<file path="config.mk">
export PLATFORM = sky130hd
export DESIGN_NAME = density_ratio_with_running_max_unit
export DESIGN_NICKNAME = d
export VERILOG_FILES = /design/src/hw/rtl/dratio_pkg.sv /design/src/hw/rtl/density_ratio_with_running_max_unit.sv
export SDC_FILE = /design/constraint.sdc
export NUM_CORES = 2
export LEC_CHECK = 0
export ABC_AREA = 1
export BUFFER_PORTS_ARGS = -buffer_cell sky130_fd_sc_hd__buf_2
export CAP_MARGIN = 10
export CORE_MARGIN = 1
export CORE_UTILIZATION = 45
export CTS_CLUSTER_DIAMETER = 80
export DETAILED_ROUTE_END_ITERATION = 10
export PLACE_DENSITY = 0.73
export SYNTH_ARGS = -nofsm -noshare
export SYNTH_HDL_FRONTEND = slang
export SYNTH_SLANG_ARGS = --single-unit
</file>
<file path="constraint.sdc">
create_clock -name clock -period 8.2 [get_ports clock]
set_input_delay 1.64 -clock clock [delete_from_list [all_inputs] [get_ports clock]]
set_output_delay 1.64 -clock clock [all_outputs]
set_load 0.02 [all_outputs]
</file>
<file path="src/hw/rtl/dratio_pkg.sv">
// Package with the widths, register map and sequencer states of the density ratio unit.
`default_nettype none

package dratio_pkg;

   localparam int FRAC_BITS  = 16;

   localparam int SIZE_W     = 4;
   localparam int LSUM_W     = 20;
   localparam int CSUM_W     = 24;
   localparam int CFG_OFF_W  = 16;
   localparam int RATIO_W    = 32;
   localparam int MAX_W      = RATIO_W - 1;

   localparam int CSR_DATA_W = 32;
   localparam int CSR_ADDR_W = 3;

   localparam int SUM_W      = LSUM_W + 1;
   localparam int MN_W       = 2 * SIZE_W;
   localparam int PAIR_W     = 2 * SIZE_W;
   localparam int OFF_W      = (FRAC_BITS > CFG_OFF_W) ? FRAC_BITS : CFG_OFF_W;
   localparam int OFF_UP     = (FRAC_BITS > CFG_OFF_W) ? FRAC_BITS - CFG_OFF_W : 0;
   localparam int OFF_DN     = (FRAC_BITS < CFG_OFF_W) ? CFG_OFF_W - FRAC_BITS : 0;
   localparam int OFFMN_W    = OFF_W + MN_W;
   localparam int DEN_W      = ((OFFMN_W > CSUM_W) ? OFFMN_W : CSUM_W) + 2;
   localparam int DMAG_W     = DEN_W - 1;
   localparam int DVR_W      = DMAG_W + PAIR_W;
   localparam int PROD_W     = SUM_W + MN_W;
   localparam int NUM_W      = PROD_W + FRAC_BITS;
   localparam int CNT_W      = $clog2(NUM_W + 1);

   localparam logic [CSR_ADDR_W-1:0] CSR_ADDR_OFFSET = 3'd0;
   localparam logic [CFG_OFF_W-1:0]  OFFSET_RESET    = 16'd655;

   localparam logic [RATIO_W-1:0] RATIO_POS_LIMIT = {1'b0, {(RATIO_W-1){1'b1}}};
   localparam logic [RATIO_W-1:0] RATIO_NEG_LIMIT = {1'b1, {(RATIO_W-1){1'b0}}};

   typedef enum logic [2:0] {
      ST_IDLE,
      ST_PRODUCTS,
      ST_OFFSET,
      ST_DENOM,
      ST_SCALE,
      ST_DIVIDE,
      ST_FINISH
   } state_type;

endpackage

`default_nettype wire

</file>
<file path="src/hw/rtl/density_ratio_with_running_max_unit.sv">
// Density ratio unit: sequencer, bit-serial divider and running maximum of the ratio.
//
// Each input word on the req_ channel holds two group sizes and three
// fixed-point sums; the unit answers with one word on the rsp_ channel that
// carries the ratio in signed Q16.16, the running maximum and a flag for a
// clipped or undefined ratio. A word is taken when valid is high and stall
// is low on that channel.
// A word is handled in sequence: the products, offset, denominator and scale
// steps, then a restoring divider that yields one quotient bit per cycle,
// then a final step to saturate and update the maximum. The unit takes no
// new word until it has finished the last one; degenerate sizes and a zero
// divisor skip the divider.
// The result waits in an output register; while the receiver stalls, the
// next word is still accepted and worked on, and it waits at its final step
// until the output register is free.
// Reset clears the running maximum, empties the output register and sets the
// offset register to about 0.01. The offset is written over the csr_ port.
`default_nettype none

module density_ratio_with_running_max_unit (
   input  wire logic                                clock,
   input  wire logic                                reset,
   input  wire logic                                req_valid,
   output logic                                     req_stall,
   input  wire logic                                req_first_of_set,
   input  wire logic [dratio_pkg::SIZE_W-1:0]       req_left_size,
   input  wire logic [dratio_pkg::SIZE_W-1:0]       req_right_size,
   input  wire logic [dratio_pkg::LSUM_W-1:0]       req_left_sum,
   input  wire logic [dratio_pkg::LSUM_W-1:0]       req_right_sum,
   input  wire logic [dratio_pkg::CSUM_W-1:0]       req_cross_sum,
   output logic                                     rsp_valid,
   input  wire logic                                rsp_stall,
   output logic signed [dratio_pkg::RATIO_W-1:0]    rsp_ratio_value,
   output logic [dratio_pkg::MAX_W-1:0]             rsp_max_so_far,
   output logic                                     rsp_saturated,
   input  wire logic                                csr_psel,
   input  wire logic                                csr_penable,
   input  wire logic                                csr_pwrite,
   input  wire logic [dratio_pkg::CSR_ADDR_W-1:0]   csr_paddr,
   input  wire logic [dratio_pkg::CSR_DATA_W-1:0]   csr_pwdata,
   output logic [dratio_pkg::CSR_DATA_W-1:0]        csr_prdata,
   output logic                                     csr_pready
);
   import dratio_pkg::*;

   state_type                state_ff, state_in;

   logic [CFG_OFF_W-1:0]     offset_ff, offset_in;

   logic                     first_ff, first_in;
   logic [SIZE_W-1:0]        m_ff, m_in;
   logic [SIZE_W-1:0]        n_ff, n_in;
   logic [LSUM_W-1:0]        l_ff, l_in;
   logic [LSUM_W-1:0]        r_ff, r_in;
   logic [CSUM_W-1:0]        c_ff, c_in;

   logic [SUM_W-1:0]         s_ff, s_in;
   logic [MN_W-1:0]          mn_ff, mn_in;
   logic [PAIR_W-1:0]        p_ff, p_in;
   logic [OFFMN_W-1:0]       offmn_ff, offmn_in;
   logic                     degen_ff, degen_in;
   logic                     neg_ff, neg_in;
   logic                     den_zero_ff, den_zero_in;
   logic [DMAG_W-1:0]        dmag_ff, dmag_in;

   logic [NUM_W-1:0]         numer_ff, numer_in;
   logic [DVR_W-1:0]         divisor_ff, divisor_in;
   logic [DVR_W-1:0]         rem_ff, rem_in;
   logic [RATIO_W-1:0]       quo_ff, quo_in;
   logic                     ovf_ff, ovf_in;
   logic [CNT_W-1:0]         cnt_ff, cnt_in;

   logic [MAX_W-1:0]         max_ff, max_in;

   logic                     rsp_valid_ff, rsp_valid_in;
   logic [RATIO_W-1:0]       rsp_ratio_ff, rsp_ratio_in;
   logic [MAX_W-1:0]         rsp_max_ff, rsp_max_in;
   logic                     rsp_sat_ff, rsp_sat_in;

   logic [OFF_W-1:0]         off_frac;
   logic [DEN_W-1:0]         den_sum;
   logic [DVR_W:0]           trial;
   logic                     qbit;
   logic [RATIO_W-1:0]       fval;
   logic                     fsat;
   logic [MAX_W-1:0]         max_base;
   logic                     out_free;
   logic                     csr_write;

   function automatic logic [PAIR_W-1:0] pair_count(input logic [SIZE_W-1:0] k);
      logic [PAIR_W-1:0] prod;
      prod = PAIR_W'(k) * PAIR_W'(k - SIZE_W'(1));
      return prod >> 1;
   endfunction

   assign csr_write  = csr_psel && csr_penable && csr_pwrite && csr_pready;
   assign csr_pready = 1'b1;
   assign csr_prdata = (csr_paddr[CSR_ADDR_W-1] == CSR_ADDR_OFFSET[CSR_ADDR_W-1]) ?
                       CSR_DATA_W'(offset_ff) : '0;

   assign off_frac = (OFF_W'(offset_ff) << OFF_UP) >> OFF_DN;
   assign den_sum  = DEN_W'(c_ff) - DEN_W'(s_ff) + DEN_W'(offmn_ff);
   assign trial    = {rem_ff, numer_ff[NUM_W-1]} - {1'b0, divisor_ff};
   assign qbit     = !trial[DVR_W];
   assign out_free = !rsp_valid_ff || !rsp_stall;
   assign max_base = first_ff ? '0 : max_ff;

   always_comb begin
      fval = '0;
      fsat = 1'b1;
      if (degen_ff) begin
         fval = '0;
      end else if (den_zero_ff) begin
         fval = (s_ff != '0) ? RATIO_POS_LIMIT : '0;
      end else if (ovf_ff) begin
         fval = neg_ff ? RATIO_NEG_LIMIT : RATIO_POS_LIMIT;
      end else if (!neg_ff) begin
         fval = quo_ff[RATIO_W-1] ? RATIO_POS_LIMIT : quo_ff;
         fsat = quo_ff[RATIO_W-1];
      end else if (quo_ff[RATIO_W-1] && (quo_ff[RATIO_W-2:0] != '0)) begin
         fval = RATIO_NEG_LIMIT;
      end else begin
         fval = '0 - quo_ff;
         fsat = 1'b0;
      end
   end

   always_comb begin
      state_in     = state_ff;
      req_stall    = 1'b1;
      offset_in    = offset_ff;
      first_in     = first_ff;
      m_in         = m_ff;
      n_in         = n_ff;
      l_in         = l_ff;
      r_in         = r_ff;
      c_in         = c_ff;
      s_in         = s_ff;
      mn_in        = mn_ff;
      p_in         = p_ff;
      offmn_in     = offmn_ff;
      degen_in     = degen_ff;
      neg_in       = neg_ff;
      den_zero_in  = den_zero_ff;
      dmag_in      = dmag_ff;
      numer_in     = numer_ff;
      divisor_in   = divisor_ff;
      rem_in       = rem_ff;
      quo_in       = quo_ff;
      ovf_in       = ovf_ff;
      cnt_in       = cnt_ff;
      max_in       = max_ff;
      rsp_valid_in = rsp_valid_ff && rsp_stall;
      rsp_ratio_in = rsp_ratio_ff;
      rsp_max_in   = rsp_max_ff;
      rsp_sat_in   = rsp_sat_ff;

      if (csr_write && (csr_paddr[CSR_ADDR_W-1] == CSR_ADDR_OFFSET[CSR_ADDR_W-1])) begin
         offset_in = csr_pwdata[CFG_OFF_W-1:0];
      end

      case (state_ff)
         ST_IDLE: begin
            req_stall = 1'b0;
            if (req_valid) begin
               first_in = req_first_of_set;
               m_in     = req_left_size;
               n_in     = req_right_size;
               l_in     = req_left_sum;
               r_in     = req_right_sum;
               c_in     = req_cross_sum;
               state_in = ST_PRODUCTS;
            end
         end
         ST_PRODUCTS: begin
            s_in     = SUM_W'(l_ff) + SUM_W'(r_ff);
            mn_in    = MN_W'(m_ff) * MN_W'(n_ff);
            p_in     = pair_count(m_ff) + pair_count(n_ff);
            state_in = ST_OFFSET;
         end
         ST_OFFSET: begin
            offmn_in = OFFMN_W'(off_frac) * OFFMN_W'(mn_ff);
            numer_in = {PROD_W'(s_ff) * PROD_W'(mn_ff), {FRAC_BITS{1'b0}}};
            degen_in = (mn_ff == '0) || (p_ff == '0);
            state_in = ST_DENOM;
         end
         ST_DENOM: begin
            neg_in      = den_sum[DEN_W-1];
            den_zero_in = (den_sum == '0);
            dmag_in     = den_sum[DEN_W-1] ? DMAG_W'('0 - den_sum) : den_sum[DMAG_W-1:0];
            state_in    = ST_SCALE;
         end
         ST_SCALE: begin
            divisor_in = DVR_W'(dmag_ff) * DVR_W'(p_ff);
            rem_in     = '0;
            quo_in     = '0;
            ovf_in     = 1'b0;
            cnt_in     = CNT_W'(NUM_W);
            state_in   = (degen_ff || den_zero_ff) ? ST_FINISH : ST_DIVIDE;
         end
         ST_DIVIDE: begin
            rem_in   = qbit ? trial[DVR_W-1:0] : {rem_ff[DVR_W-2:0], numer_ff[NUM_W-1]};
            numer_in = numer_ff << 1;
            quo_in   = {quo_ff[RATIO_W-2:0], qbit};
            ovf_in   = ovf_ff || quo_ff[RATIO_W-1];
            cnt_in   = cnt_ff - CNT_W'(1);
            if (cnt_ff == CNT_W'(1)) begin
               state_in = ST_FINISH;
            end
         end
         ST_FINISH: begin
            if (out_free) begin
               if (!fval[RATIO_W-1] && (fval[MAX_W-1:0] > max_base)) begin
                  max_in = fval[MAX_W-1:0];
               end else begin
                  max_in = max_base;
               end
               rsp_valid_in = 1'b1;
               rsp_ratio_in = fval;
               rsp_max_in   = max_in;
               rsp_sat_in   = fsat;
               state_in     = ST_IDLE;
            end
         end
         default: begin
            state_in = ST_IDLE;
         end
      endcase
   end

   always_ff @(posedge clock) begin
      if (reset) begin
         state_ff     <= ST_IDLE;
         offset_ff    <= OFFSET_RESET;
         max_ff       <= '0;
         rsp_valid_ff <= 1'b0;
      end else begin
         state_ff     <= state_in;
         offset_ff    <= offset_in;
         max_ff       <= max_in;
         rsp_valid_ff <= rsp_valid_in;
      end
   end

   always_ff @(posedge clock) begin
      first_ff     <= first_in;
      m_ff         <= m_in;
      n_ff         <= n_in;
      l_ff         <= l_in;
      r_ff         <= r_in;
      c_ff         <= c_in;
      s_ff         <= s_in;
      mn_ff        <= mn_in;
      p_ff         <= p_in;
      offmn_ff     <= offmn_in;
      degen_ff     <= degen_in;
      neg_ff       <= neg_in;
      den_zero_ff  <= den_zero_in;
      dmag_ff      <= dmag_in;
      numer_ff     <= numer_in;
      divisor_ff   <= divisor_in;
      rem_ff       <= rem_in;
      quo_ff       <= quo_in;
      ovf_ff       <= ovf_in;
      cnt_ff       <= cnt_in;
      rsp_ratio_ff <= rsp_ratio_in;
      rsp_max_ff   <= rsp_max_in;
      rsp_sat_ff   <= rsp_sat_in;
   end

   assign rsp_valid       = rsp_valid_ff;
   assign rsp_ratio_value = $signed(rsp_ratio_ff);
   assign rsp_max_so_far  = rsp_max_ff;
   assign rsp_saturated   = rsp_sat_ff;

endmodule

`default_nettype wire

</file>
# [After elaboration in Yosys (flattened, before gate mapping)]
# Index checks and enable logic that the tools add are counted.
[classes] n_lt_le_gt_ge=1 reduce_logical=26 n_eq_ne=10 bitwise_logic=1 shift=0 add_sub_neg=10 mul=6 muxes=28 n_div=0
[op_table] operator="2-to-1 mux 32 bit" n=6
[op_table] operator="2-to-1 mux 31 bit" n=4
[op_table] operator="one-hot mux 45 bit (2 select lines)" n=1
[op_table] operator="one-hot mux 33 bit (2 select lines)" n=1
[op_table] operator="one-hot mux 32 bit (2 select lines)" n=1
[op_table] operator="subtractor 34 x 33 -> 34 bit" n=1
[op_table] operator="multiplier 25 x 8 -> 33 bit" n=1
[op_table] operator="2-to-1 mux 33 bit" n=1
[op_table] operator="subtractor 1 x 32 -> 32 bit, first input constant" n=1
[op_table] operator="> comparator 31 bit" n=1
[op_table] operator="nonzero test 31 bit" n=1
[op_table] operator="multiplier 21 x 8 -> 29 bit" n=1
[op_table] operator="adder 25 x 25 -> 26 bit" n=1
[op_table] operator="logical NOT 26 bit" n=1
[op_table] operator="2-to-1 mux 25 bit" n=1
[op_table] operator="subtractor 1 x 25 -> 25 bit, first input constant" n=1
[op_table] operator="subtractor 24 x 21 -> 25 bit" n=1
[op_table] operator="multiplier 16 x 8 -> 24 bit" n=1
[op_table] operator="adder 20 x 20 -> 21 bit" n=1
[op_table] operator="one-hot mux 3 bit (7 select lines)" n=1
[op_table] operator="nonzero test 21 bit" n=1
[op_table] operator="logical NOT 8 bit" n=2
[op_table] operator="multiplier 5 x 5 -> 8 bit" n=2
[op_table] operator="2-to-1 mux 16 bit" n=1
[op_table] operator="23 further kinds" n=48
[word_totals] register_bits=427 word_cells=109 latch_bits=0 output_inout_bits=99 ram_bits=0 mem_count=0 romBits=0

# [Depth between registers and ports, before layout]
[depth] word_depth=10 depth_mapped=33 mapped_depth_nobuf=30

# [Least setup slack after synthesis]
# No wires, ideal clock.
[synth_timing] path_type="reg2reg" from="register state_ff[1]" to="register state_ff[2]" setup_time_ns=0.078 slack_ns=1.580 path_stages_with_launch=6 t_arrival_ns=6.542 synth_period_minus_slack_ns=6.620 cell_sequence="dfxtp_1 nor2_1 inv_1 o21ai_0 o311ai_0 inv_1"
[synth_between] elab_chain_cells=3 word_cells_on_any_way=12 classes_between="eq/ne (9); mux (1); reduce/logical (2)"
[synth_lines] element="start: declaration" line_no="density_ratio_with_running_max_unit.sv:46" text="state_type state_ff, state_in;"
[synth_lines] element="start signal: assignment" line_no="density_ratio_with_running_max_unit.sv:238" text="state_ff <= state_in;"
[synth_lines] element="equality test 3 bit / logical NOT 3 bit (equally long branches)" line_no="density_ratio_with_running_max_unit.sv:162" text="case (state_ff)"
[synth_lines] element="!= test 2 bit (no line)"
[synth_lines] element="AND reduction 3 bit (no line)"
# Several ways; a longest one is shown, not always the timed one.
# A chain may end at the register's enable or synchronous reset.

# [Worst setup path in the final report]
[layout_timing] from="register mn_ff[6]" to="register numer_ff[44] (data pin)"
[layout_between] elab_chain_cells=2
[layout_lines] element="start: declaration" line_no="density_ratio_with_running_max_unit.sv:58" text="logic [MN_W-1:0] mn_ff, mn_in;"
[layout_lines] element="start signal: assignment" line_no="density_ratio_with_running_max_unit.sv:253" text="mn_ff <= mn_in;"
[layout_lines] element="multiplier 21 x 8 -> 29 bit" line_no="density_ratio_with_running_max_unit.sv:183" text="numer_in = {PROD_W'(s_ff) * PROD_W'(mn_ff), {FRAC_BITS{1'b0}}};"
[layout_lines] element="one-hot mux 45 bit (2 select lines)" line_no="density_ratio_with_running_max_unit.sv:162"
[layout_lines] element="net numer_in[44]" line_no="density_ratio_with_running_max_unit.sv:66" text="logic [NUM_W-1:0] numer_ff, numer_in;"
[layout_lines] element="end signal: assignment" line_no="density_ratio_with_running_max_unit.sv:260" text="numer_ff <= numer_in;"
[layout_lines] element="end: declaration" line_no="density_ratio_with_running_max_unit.sv:66"
# The timed path passes the listed nets, and every way through them passes these cells. The select of a mux whose other input is x is not followed.

==> impl_metrics.json <==
{
  "drt_first_pass_iters": 6,
  "io_buffers": 178,
  "numClockSinks": 411,
  "grt_pass1_vias": 34400,
  "crit_arrival_ps": 6140,
  "crit_path_cell_trace": "buf_4 -> nand2_1 -> fa_1 -> inv_1 -> fa_1 -> inv_1 -> fa_1 -> fa_1 -> inv_1 -> ha_1 -> a21oi_1 -> o21ai_0 -> a21oi_1 -> nand3_1 -> nand3_1 -> o211ai_1 -> or2_2 -> nand3_1 -> nand2_1",
  "dpl_cell_area_mm2": 0.0436,
  "fin_crit_sh_pct": 70.2,
  "synth.yosys.warnings": 0,
  "critPathMaxStageDelay_ps": 900,
  "critPathTopFamily": "adder cells",
  "synth.yosys.seq_area_share_pct": 28.3,
  "synth.top_cell.area_share_pct": 25.8,
  "cts_tree": "built",
  "grt_max_degree": 74,
  "dp_hpwl_mm": 78.0,
  "areaGrowthSynthToFinish_pct": 8.36,
  "critPathLaunchType": "register",
  "wirelength_mm": 99.0,
  "chipWidth_um": 307,
  "synthCells": 5341,
  "die_area_mm2": 0.0942,
  "rows": 111,
  "synthArstFlopShare_pct": 0,
  "fin_util_pct": 49.4,
  "vias": 33600,
  "synth_edf_count": 360,
  "drt_iter0_markers": 2207,
  "antenna_found_initial": 3,
  "nFillCells": 8732,
  "setup_viol": 0,
  "finalWeightedCongestion": 0.949,
  "grt_pass1_wl_mm": 166,
  "core_area_mm2": 0.0918,
  "status": "complete, no violations",
  "gr-total-overflow": 0,
  "postRouteAntennaNets": 0,
  "slew_violations": 0,
  "post_cts_buffers": 0,
  "ctsHoldBuffers": 0,
  "grt_usage_pct": 21.5,
  "synth_cell_types": 52,
  "start_util_pct": 45.6,
  "drive_gt1_share_pct": 6.09,
  "final_area_mm2": 0.0453,
  "cap_violations": 0,
  "synth_area_leaders": "edfxtp_1 (26%), fa_1 (17%), nand2_1 (13%)",
  "hold_viol": 0,
  "ys_ff_latch": 411,
  "timing.critical_path.buf_inv": 4,
  "worst_hold_startpoint": "numer_ff[16]",
  "clk_pin_slew_ps": 60,
  "rsz0062_at_grt": "false",
  "worstSetupEndpointType": "register",
  "h-tree-depth": 2,
  "cp_max_fo": 18,
  "post-route-drc-count": 0,
  "clockBufferDepth": 3,
  "synth_area_per_cell_um2": 7.83,
  "avgRoutedWirePerCell_um": 14.8,
  "cts_resized": 0,
  "relSlewSlack_pct": 22.8,
  "cts_root_buf": "clkbuf_16",
  "fmax_mhz": 174,
  "worstMarginPinSlew_ps": 1160,
  "synth-main-ff-cell": "edfxtp_1",
  "final_common_cell": "nand2_1",
  "clk_latency_ps": 650,
  "hold_ws_ps": 523,
  "hp-class": "register to register",
  "fin_setup_tns_ps": 0,
  "nets": 6212,
  "min_period_ps": 5760,
  "crit_type": "register to register",
  "fin_worst_skew_ps": 40.9,
  "yosys.area.top_type": "edfxtp_1",
  "final_cell_mix": "nand2_1 (1406), inv_1 (1156), edfxtp_1 (360)",
  "die_h_um": 307,
  "regToRegStartpoint": "mn_ff[6]",
  "syn_area_mm2": 0.0418,
  "cts_buffers": 49,
  "crit_slowest_cell": "edfxtp_1",
  "pin_count": 214,
  "crit_path_frequent_cell": "fa_1",
  "vias_per_cell": 5.03,
  "crit_path_start": "mn_ff[6]",
  "crit_required_ps": 8580
}
-- sequential cells by signal (all words and copies together), names as in the netlist, 24 cells and up --
name	cells
rem_ff	33
rsp_ratio_value	32
rsp_max_so_far	31
dmag_ff	25
divisor_ff	33
offmn_ff	24
c_ff	24
max_ff	31
quo_ff	32
numer_ff	29
-- synth_stat cells, types with 51 or more instances --
cell type  instances
xnor2_1           64
nor2_1           327
xor2_1           112
clkbuf_1         142
nand3_1          216
inv_1           1156
ha_1             337
edfxtp_1         360
fa_1             359
a21oi_1          270
o21ai_0          183
nand2_1         1406
dfxtp_1           51
-- layout make-up --
class                           count  area (um^2)  share of cell area, %
Multi-Input combinational cell   3569        24800                   54.7
Sequential cell                   411        11800                   26.1
Inverter                         1169         4390                   9.68
Tap cell                         1243         1560                   3.43
Clock buffer                       57         1280                   2.82
Timing Repair Buffer              201         1080                   2.39
Clock inverter                     32          374                  0.825
Antenna cell                        2         5.00                 0.0110
-- kinds of logic (layout without fill, tap and decap cells) --
family                   Yosys count  in the layout  synth area share, %
AND/OR/NAND/NOR                 2089           2089                 20.3
buffers and inverters           1376           1459                 12.6
adder cells (fa/ha/maj)          696            696                 27.3
AO/OA/AOI/OAI                    591            591                 7.84
flip-flops                       411            411                 28.3
XOR/XNOR                         176            176                 3.69
other                              2             19               0.0180
-- final timing paths --
check / cells after the start / slack (ps) / to
worst min-delay path: 2 / 520 / numer_ff[17]
worst min register to register: 2 / 520 / numer_ff[17]
worst max register to register: 19 / 2440 / numer_ff[44]
worst max-delay path: 19 / 2440 / numer_ff[44]
-- through the flow --
step	instances	setup slack [ps]
after floorplan	5356	1580
after global placement	6592	2570
after detailed placement	6592	2470
after CTS	6681	2440
after global routing	6682	2000
final	6684	2440
-- per-layer routing --
metal	global-route usage, %	routed length, um	up-vias
li1	-	-	16700
met1	26.7	41900	15700
met2	36.9	46300	993
met3	3.54	6350	237
met4	9.17	4370	2
met5	0	13	-
-- tightest hold or removal path, stage by stage, from the launching register on --
cell,delay (ps)
edfxtp_1,320
nand2_1,50
nand2_1,50
Power is left out: the tool's default activity adds up to more than one toggle a clock period on the data nets, which glitch-free logic cannot reach.
